### config.mk
export PLATFORM = sky130hd
export DESIGN_NAME = morse_code_decoder
export DESIGN_NICKNAME = d
export VERILOG_FILES = /design/src/design/mcd_pkg.sv /design/src/design/morse_code_decoder.sv /design/src/design/mcd_in_stage.sv /design/src/design/mcd_core.sv /design/src/design/mcd_out_stage.sv
export SDC_FILE = /design/constraint.sdc
export NUM_CORES = 1
export LEC_CHECK = 0
export BUFFER_PORTS_ARGS = -buffer_cell sky130_fd_sc_hd__buf_2
export CAP_MARGIN = 40
export CORE_MARGIN = 2
export CORE_UTILIZATION = 40
export DETAILED_ROUTE_END_ITERATION = 12
export PLACE_DENSITY_LB_ADDON = 0.05
export SLEW_MARGIN = 20
export SYNTH_ARGS = -nofsm -noshare
export SYNTH_HDL_FRONTEND = slang
export SYNTH_HIERARCHICAL = 1
export SYNTH_SLANG_ARGS = --single-unit
### constraint.sdc
create_clock -name aclk -period 8.3 [get_ports aclk]
set_clock_uncertainty 0.2 [all_clocks]
set_input_delay 0.415 -clock aclk [delete_from_list [all_inputs] [get_ports aclk]]
set_output_delay 0.415 -clock aclk [all_outputs]
set_load 0.005 [all_outputs]
### src/design/mcd_pkg.sv
// Shared types, constants and the Morse decode ROM for the Morse code decoder.
`default_nettype none

package mcd_pkg;

    // Input item kinds
    localparam logic KIND_CHAR = 1'b0;
    localparam logic KIND_EOL  = 1'b1;

    // Character bytes of interest
    localparam logic [7:0] BYTE_DOT   = 8'd46;
    localparam logic [7:0] BYTE_DASH  = 8'd45;
    localparam logic [7:0] BYTE_SPACE = 8'd32;

    // ASCII space emitted on a word gap
    localparam logic [6:0] ASCII_SPACE = 7'd32;

    // Longest pattern held in the ROM
    localparam int unsigned ROM_MAX_LEN = 6;
    localparam int unsigned ROM_IDX_W   = ROM_MAX_LEN + 1;

    typedef struct packed {
        logic       kind;
        logic [7:0] char_byte;
    } item_t;

    typedef struct packed {
        logic [6:0] ascii_out;
        logic       char_valid;
        logic       end_of_line;
    } result_t;

    // ROM index is a leading one followed by the symbols, dash = 1, oldest first.
    // Zero means no character.
    function automatic logic [6:0] decode_rom(input logic [ROM_IDX_W-1:0] idx);
        logic [6:0] ch;
        case (idx)
            7'd5:    ch = 7'h41; // A
            7'd24:   ch = 7'h42; // B
            7'd26:   ch = 7'h43; // C
            7'd12:   ch = 7'h44; // D
            7'd2:    ch = 7'h45; // E
            7'd18:   ch = 7'h46; // F
            7'd14:   ch = 7'h47; // G
            7'd16:   ch = 7'h48; // H
            7'd4:    ch = 7'h49; // I
            7'd23:   ch = 7'h4A; // J
            7'd13:   ch = 7'h4B; // K
            7'd20:   ch = 7'h4C; // L
            7'd7:    ch = 7'h4D; // M
            7'd6:    ch = 7'h4E; // N
            7'd15:   ch = 7'h4F; // O
            7'd22:   ch = 7'h50; // P
            7'd29:   ch = 7'h51; // Q
            7'd10:   ch = 7'h52; // R
            7'd8:    ch = 7'h53; // S
            7'd3:    ch = 7'h54; // T
            7'd9:    ch = 7'h55; // U
            7'd17:   ch = 7'h56; // V
            7'd11:   ch = 7'h57; // W
            7'd25:   ch = 7'h58; // X
            7'd27:   ch = 7'h59; // Y
            7'd28:   ch = 7'h5A; // Z
            7'd63:   ch = 7'h30; // 0
            7'd47:   ch = 7'h31; // 1
            7'd39:   ch = 7'h32; // 2
            7'd35:   ch = 7'h33; // 3
            7'd33:   ch = 7'h34; // 4
            7'd32:   ch = 7'h35; // 5
            7'd48:   ch = 7'h36; // 6
            7'd56:   ch = 7'h37; // 7
            7'd60:   ch = 7'h38; // 8
            7'd62:   ch = 7'h39; // 9
            7'd85:   ch = 7'h2E; // full stop
            7'd115:  ch = 7'h2C; // comma
            7'd76:   ch = 7'h3F; // question mark
            7'd94:   ch = 7'h27; // apostrophe
            7'd107:  ch = 7'h21; // exclamation mark
            7'd50:   ch = 7'h2F; // slash
            7'd54:   ch = 7'h28; // open bracket
            7'd109:  ch = 7'h29; // close bracket
            7'd40:   ch = 7'h26; // ampersand
            7'd120:  ch = 7'h3A; // colon
            7'd106:  ch = 7'h3B; // semicolon
            7'd49:   ch = 7'h3D; // equals
            7'd42:   ch = 7'h2B; // plus
            7'd97:   ch = 7'h2D; // hyphen
            7'd77:   ch = 7'h5F; // underscore
            7'd82:   ch = 7'h22; // double quote
            7'd90:   ch = 7'h40; // at sign
            default: ch = 7'h00;
        endcase
        return ch;
    endfunction

endpackage

`default_nettype wire

### src/design/morse_code_decoder.sv
// Top level of the Morse code decoder.
`default_nettype none

// Decodes a line of Morse text given one byte per transfer: dots and dashes build
// a pattern, a first space decodes it through the fixed International Morse table
// and a second space in a row gives an ASCII space; an end-of-line item flushes the
// pattern and always returns one result marked end_of_line. Patterns that are
// unknown, empty, hold a bad byte or are too long return nothing (except at end of
// line). The block takes one item every clock cycle unless the result output stalls; each
// item passes an input register, then one table lookup with the pattern register update,
// and then a result register that presents its result.

module morse_code_decoder #(
    parameter int unsigned MAX_SYMBOLS = 6
) (
    input  wire logic       aclk,
    input  wire logic       aresetn,
    input  wire logic       s_valid,
    output logic            s_ready,
    input  wire logic       s_kind,
    input  wire logic [7:0] s_char_byte,
    output logic            m_valid,
    input  wire logic       m_ready,
    output logic [6:0]      m_ascii_out,
    output logic            m_char_valid,
    output logic            m_end_of_line
);

    logic             out_free;
    logic             fire;
    logic             emit;
    mcd_pkg::item_t   item;
    mcd_pkg::result_t result;

    mcd_in_stage u_in (
        .aclk        (aclk),
        .aresetn     (aresetn),
        .s_valid     (s_valid),
        .s_ready     (s_ready),
        .s_kind      (s_kind),
        .s_char_byte (s_char_byte),
        .out_free    (out_free),
        .fire        (fire),
        .item        (item)
    );

    mcd_core #(
        .MAX_SYMBOLS (MAX_SYMBOLS)
    ) u_core (
        .aclk    (aclk),
        .aresetn (aresetn),
        .fire    (fire),
        .item    (item),
        .emit    (emit),
        .result  (result)
    );

    mcd_out_stage u_out (
        .aclk          (aclk),
        .aresetn       (aresetn),
        .fire          (fire),
        .emit          (emit),
        .result        (result),
        .out_free      (out_free),
        .m_valid       (m_valid),
        .m_ready       (m_ready),
        .m_ascii_out   (m_ascii_out),
        .m_char_valid  (m_char_valid),
        .m_end_of_line (m_end_of_line)
    );

endmodule

`default_nettype wire

### src/design/mcd_in_stage.sv
// Input register stage of the Morse code decoder.
`default_nettype none

module mcd_in_stage (
    input  wire logic          aclk,
    input  wire logic          aresetn,
    input  wire logic          s_valid,
    output logic               s_ready,
    input  wire logic          s_kind,
    input  wire logic [7:0]    s_char_byte,
    input  wire logic          out_free,
    output logic               fire,
    output mcd_pkg::item_t     item
);

    logic           valid_reg;
    logic           valid_next;
    mcd_pkg::item_t item_reg;
    logic           load;

    // Held item moves on whenever the result register can take it
    assign fire    = valid_reg && out_free;
    assign s_ready = !valid_reg || out_free;
    assign load    = s_valid && s_ready;
    assign item    = item_reg;

    always_comb begin
        valid_next = valid_reg;
        if (load) begin
            valid_next = 1'b1;
        end else if (fire) begin
            valid_next = 1'b0;
        end
    end

    always_ff @(posedge aclk) begin
        if (!aresetn) begin
            valid_reg <= 1'b0;
        end else begin
            valid_reg <= valid_next;
        end
    end

    // Payload, no reset
    always_ff @(posedge aclk) begin
        if (load) begin
            item_reg.kind      <= s_kind;
            item_reg.char_byte <= s_char_byte;
        end
    end

endmodule

`default_nettype wire

### src/design/mcd_core.sv
// Pattern state and table decode of the Morse code decoder.
`default_nettype none

module mcd_core #(
    parameter int unsigned MAX_SYMBOLS = 6
) (
    input  wire logic           aclk,
    input  wire logic           aresetn,
    input  wire logic           fire,
    input  wire mcd_pkg::item_t item,
    output logic                emit,
    output mcd_pkg::result_t    result
);

    localparam int unsigned LEN_W = $clog2(MAX_SYMBOLS + 1);
    localparam int unsigned BITS_W = mcd_pkg::ROM_MAX_LEN;
    localparam int unsigned IDX_W = mcd_pkg::ROM_IDX_W;

    logic [BITS_W-1:0] bits_reg,    bits_next;
    logic [LEN_W-1:0]  len_reg,     len_next;
    logic              invalid_reg, invalid_next;
    logic              space_reg,   space_next;

    logic              too_long;
    logic [IDX_W-1:0]  rom_idx;
    logic [6:0]        decoded;
    logic              is_dot;
    logic              is_dash;

    // Table lookup of the pattern held so far
    assign too_long = len_reg > LEN_W'(mcd_pkg::ROM_MAX_LEN);
    assign rom_idx  = IDX_W'(IDX_W'(1) << len_reg[2:0]) | IDX_W'(bits_reg);
    assign decoded  = (invalid_reg || too_long) ? 7'd0 : mcd_pkg::decode_rom(rom_idx);

    assign is_dot  = item.char_byte == mcd_pkg::BYTE_DOT;
    assign is_dash = item.char_byte == mcd_pkg::BYTE_DASH;

    // Next state and result for one item
    always_comb begin
        bits_next    = bits_reg;
        len_next     = len_reg;
        invalid_next = invalid_reg;
        space_next   = space_reg;
        emit         = 1'b0;
        result       = '0;
        if (item.kind == mcd_pkg::KIND_EOL) begin
            // flush: always one result, closes the line
            emit               = 1'b1;
            result.ascii_out   = decoded;
            result.char_valid  = decoded != 7'd0;
            result.end_of_line = 1'b1;
            bits_next          = '0;
            len_next           = '0;
            invalid_next       = 1'b0;
            space_next         = 1'b0;
        end else if (item.char_byte == mcd_pkg::BYTE_SPACE) begin
            if (space_reg) begin
                // word gap
                space_next        = 1'b0;
                emit              = 1'b1;
                result.ascii_out  = mcd_pkg::ASCII_SPACE;
                result.char_valid = 1'b1;
            end else begin
                emit              = decoded != 7'd0;
                result.ascii_out  = decoded;
                result.char_valid = 1'b1;
                bits_next         = '0;
                len_next          = '0;
                invalid_next      = 1'b0;
                space_next        = 1'b1;
            end
        end else begin
            space_next = 1'b0;
            if (is_dot || is_dash) begin
                if (len_reg >= LEN_W'(MAX_SYMBOLS)) begin
                    invalid_next = 1'b1;
                end else begin
                    bits_next = {bits_reg[BITS_W-2:0], is_dash};
                    len_next  = len_reg + LEN_W'(1);
                end
            end else begin
                invalid_next = 1'b1;
            end
        end
    end

    always_ff @(posedge aclk) begin
        if (!aresetn) begin
            bits_reg    <= '0;
            len_reg     <= '0;
            invalid_reg <= 1'b0;
            space_reg   <= 1'b0;
        end else if (fire) begin
            bits_reg    <= bits_next;
            len_reg     <= len_next;
            invalid_reg <= invalid_next;
            space_reg   <= space_next;
        end
    end

    // Checks
    a_eol_emits: assert property (@(posedge aclk) disable iff (!aresetn)
        fire && item.kind == mcd_pkg::KIND_EOL |-> emit && result.end_of_line)
        else $error("end of line item gave no closing result");

    a_eol_clears: assert property (@(posedge aclk) disable iff (!aresetn)
        fire && item.kind == mcd_pkg::KIND_EOL
        |=> len_reg == '0 && !invalid_reg && !space_reg)
        else $error("pattern state not cleared after end of line");

    a_len_bound: assert property (@(posedge aclk) disable iff (!aresetn)
        len_reg <= LEN_W'(MAX_SYMBOLS))
        else $error("pattern length beyond maximum");

    a_empty_only_eol: assert property (@(posedge aclk) disable iff (!aresetn)
        emit && !result.char_valid |-> result.end_of_line)
        else $error("result without character outside end of line");

endmodule

`default_nettype wire

### src/design/mcd_out_stage.sv
// Result register stage of the Morse code decoder.
`default_nettype none

module mcd_out_stage (
    input  wire logic             aclk,
    input  wire logic             aresetn,
    input  wire logic             fire,
    input  wire logic             emit,
    input  wire mcd_pkg::result_t result,
    output logic                  out_free,
    output logic                  m_valid,
    input  wire logic             m_ready,
    output logic [6:0]            m_ascii_out,
    output logic                  m_char_valid,
    output logic                  m_end_of_line
);

    logic             valid_reg;
    logic             valid_next;
    mcd_pkg::result_t result_reg;

    // Free when empty or the waiting result transfers this cycle
    assign out_free = !valid_reg || m_ready;

    always_comb begin
        if (fire) begin
            valid_next = emit;
        end else begin
            valid_next = valid_reg && !m_ready;
        end
    end

    always_ff @(posedge aclk) begin
        if (!aresetn) begin
            valid_reg <= 1'b0;
        end else begin
            valid_reg <= valid_next;
        end
    end

    always_ff @(posedge aclk) begin
        if (fire && emit) begin
            result_reg <= result;
        end
    end

    assign m_valid       = valid_reg;
    assign m_ascii_out   = result_reg.ascii_out;
    assign m_char_valid  = result_reg.char_valid;
    assign m_end_of_line = result_reg.end_of_line;

endmodule

`default_nettype wire

==> metrics <==
# IOs=24; CP endpoint kind=flip-flop; number of flip-flops in the largest register=9; register share of total power=0.563; Synth cell types=75; Hold Slack=approximately 110 ps; top achievable clock speed=241 MHz; register area share after synthesis=0.303; number of DRC markers in iteration 0=between 300 and 400; drt wl/cell=18.9 um; effective utilization at floorplan=0.414; top_reg_cell synth=edfxtp_1; Setup CP Type=flip-flop to flip-flop; total CTS buffers=5; Setup-failing EPs final=0; final setup TNS=0 ps; Setup Buffers After CTS=0; Critical Path Start Type=flip-flop; antenna violations before repair=0; Die Span X=85.3 um; Req. time, crit path=8080 ps; HP Class=input pin to flip-flop; worst slew pin tran=734 ps; Hold Violations, Final=0; max-slew violations=0; core outline area=0.00639 sq mm; layout cells sized above 1=0.189; routed wire length=7.35 mm; Pleak=a little under 0.001 uW; clk slew on worst S/H paths=70 ps; first-pass GRT wire length=roughly 12 mm; # clock sinks=31; Psw=68.1 uW; Int Pwr=between 200 and 250 uW; die height=85.3 um; PwrDens=107 mW/mm^2; YS warnings=6; DPL Wire Length=5.46 mm; total number of vias=2492; relative slew slack=0.510; placed insts=381; IO buf count=23; full die area=0.00727 sq mm; max cap viols=0; DR pass1 iterations=5; Sw Share=0.227; GRT Util Overall=0.209; status=finished, final reports clean; # hold bufs at CTS=0; ANT nets after route=0; worst vdd ir=0.0000993 V; crit-path max FO=11; nets=337; vias per cell=approximately 6.4; number of synthesized flops with an enable pin=18; post-synthesis average cell area=slightly below 9 sq um; Post-route DRC=0; Fillers=647; GP Congestion=roughly 0.94; grt ovf=0; largest net degree at the start of global routing=23; Mapped Nets=328; FFs w/ async S/R, synth=0; vias in the first global route=2318; non-filler cells, final=389; RSZ-0062 raised after global routing=no; Clock power frac=0.386; mapped cell area=0.00264 sq mm; maximum buffer depth of the clock tree=2; WP data arrival=about 3900 ps; Area growth, synth to finish=6.44%; Final min period=between 4000 and 5000 ps; clock tree from TritonCTS=done; PostCTS Resize Cnt=0; ant diodes=0; FF+latch count, synth=31; Comb power frac=0.051; number of H-tree levels=2; Root Driver=clkbuf_8; Final Cycle Share=0.499; standard-cell row count=29; Syn Inst Count=302; Skew-Pair Late Insertion Delay=280 ps
-- metal layers --
layer | wire, um | part of all wire | GRT usage | vias to the layer above
met3 | 572 | 0.078 | 0.0496 | 29
met5 | 0 | 0 | 0 | -
li1 | - | - | - | 1161
met1 | 3270 | 0.44 | 0.288 | 1158
met4 | 316 | 0.043 | 0.0996 | 0
met2 | 3190 | 0.43 | 0.310 | 144
-- power by group through the flow --
stage | sequential (uW) | combinational (uW) | clock [uW]
6_report | 169 | 15.3 | 116
3_5_place_dp | 172 | 15.5 | 0
2_1_floorplan | 172 | 9.96 | 0
5_1_grt | 169 | 17.6 | 127
4_1_cts | 169 | 15.5 | 121
3_3_place_gp | 172 | 15.4 | 0
-- cells by family (layout without fill, tap and decap cells) --
| logic type | after synthesis | after routing | share of synthesized area |
|---|---|---|---|
| xor+xnor | 1 | 1 | 0.00332 |
| simple gates | 110 | 110 | 0.237 |
| buf+inv | 31 | 41 | 0.0635 |
| mux | 4 | 4 | 0.0156 |
| flops | 31 | 31 | 0.303 |
| fa+ha+maj | 13 | 13 | 0.0616 |
| compound gates | 112 | 112 | 0.316 |
-- metrics by stage --
stage               instance area (sq um)  utilization  power, uW  setup WS [ps]
detailed placement                   2720        0.426        188           4220
global route                         2810        0.440        314           3770
finish                               2810        0.440        300           4160
CTS                                  2810        0.440        305           4180
floorplan                            2640            -        182           4850
global placement                     2720        0.426        187           4210
-- cells in the mapped netlist (4+ instances only) --
master / number / share of area
o21ai_1: 5 / 0.0095
o22ai_1: 5 / 0.012
nor2_1: 24 / 0.034
nand2b_1: 5 / 0.012
a21oi_1: 22 / 0.042
or2_1: 4 / 0.0095
inv_1: 7 / 0.0099
buf_2: 11 / 0.021
a21o_1: 4 / 0.011
o211ai_1: 6 / 0.017
a22oi_1: 7 / 0.020
o21a_1: 5 / 0.014
nand2_1: 17 / 0.024
nor2_2: 4 / 0.0095
o21ai_0: 8 / 0.015
edfxtp_1: 18 / 0.20
dfxtp_1: 13 / 0.099
nor2b_1: 17 / 0.040
nor3_1: 10 / 0.019
a211oi_1: 8 / 0.023
buf_4: 4 / 0.011
ha_1: 13 / 0.062
-- path summary, 6_finish.rpt --
path / start / to / slack, ps / cells past startpoint
worst max-delay path: u_core/len_reg[0] / u_out/m_char_valid / 4160 / 14
worst min-delay path: s_char_byte[5] / u_in/item[5] / 110 / 1
worst max register to register: u_core/len_reg[0] / u_out/m_char_valid / 4160 / 14
worst min register to register: u_in/valid_reg / u_in/valid_reg / 300 / 2
-- cells in the final DEF (no fill, tap or decap), types with 4 or more instances in the layout --
master,synthesis,layout
edfxtp_1,18,18
nor2_2,4,4
or2_1,4,4
ha_1,13,13
nor3_1,10,10
a21o_1,4,4
inv_1,7,7
nor2b_1,17,17
o211ai_1,6,6
nand2_1,17,17
nand2b_1,5,5
o21ai_0,8,8
a21oi_1,22,22
dfxtp_1,13,13
clkbuf_8,0,5
a22oi_1,7,7
buf_2,11,23
o21a_1,5,5
o22ai_1,5,5
a211oi_1,8,8
nor2_1,24,24
o21ai_1,5,5
-- layout make-up --
class / instances / area (sq um) / share of cell area
Multi-Input combinational cell: 240 / 1670 / 0.595
Sequential cell: 31 / 801 / 0.285
Timing Repair Buffer: 23 / 115 / 0.0409
Tap cell: 77 / 96.3 / 0.0343
Clock buffer: 5 / 68.8 / 0.0245
Inverter: 10 / 37.5 / 0.0134
Clock inverter: 3 / 20.0 / 0.00712
-- worst max-delay path: stages (launching register included) --
cell      delay (ps)
dfxtp_1          360
inv_1             90
ha_1             330
nor2b_1          170
or2_1            350
inv_2            200
ha_1             440
o21a_1           250
nor3_1            70
a211oi_1         250
a311oi_1          80
nor4_1           500
nor4_2           140
a31oi_1          160
and2_4           250
(Power assumes the default switching activity.)
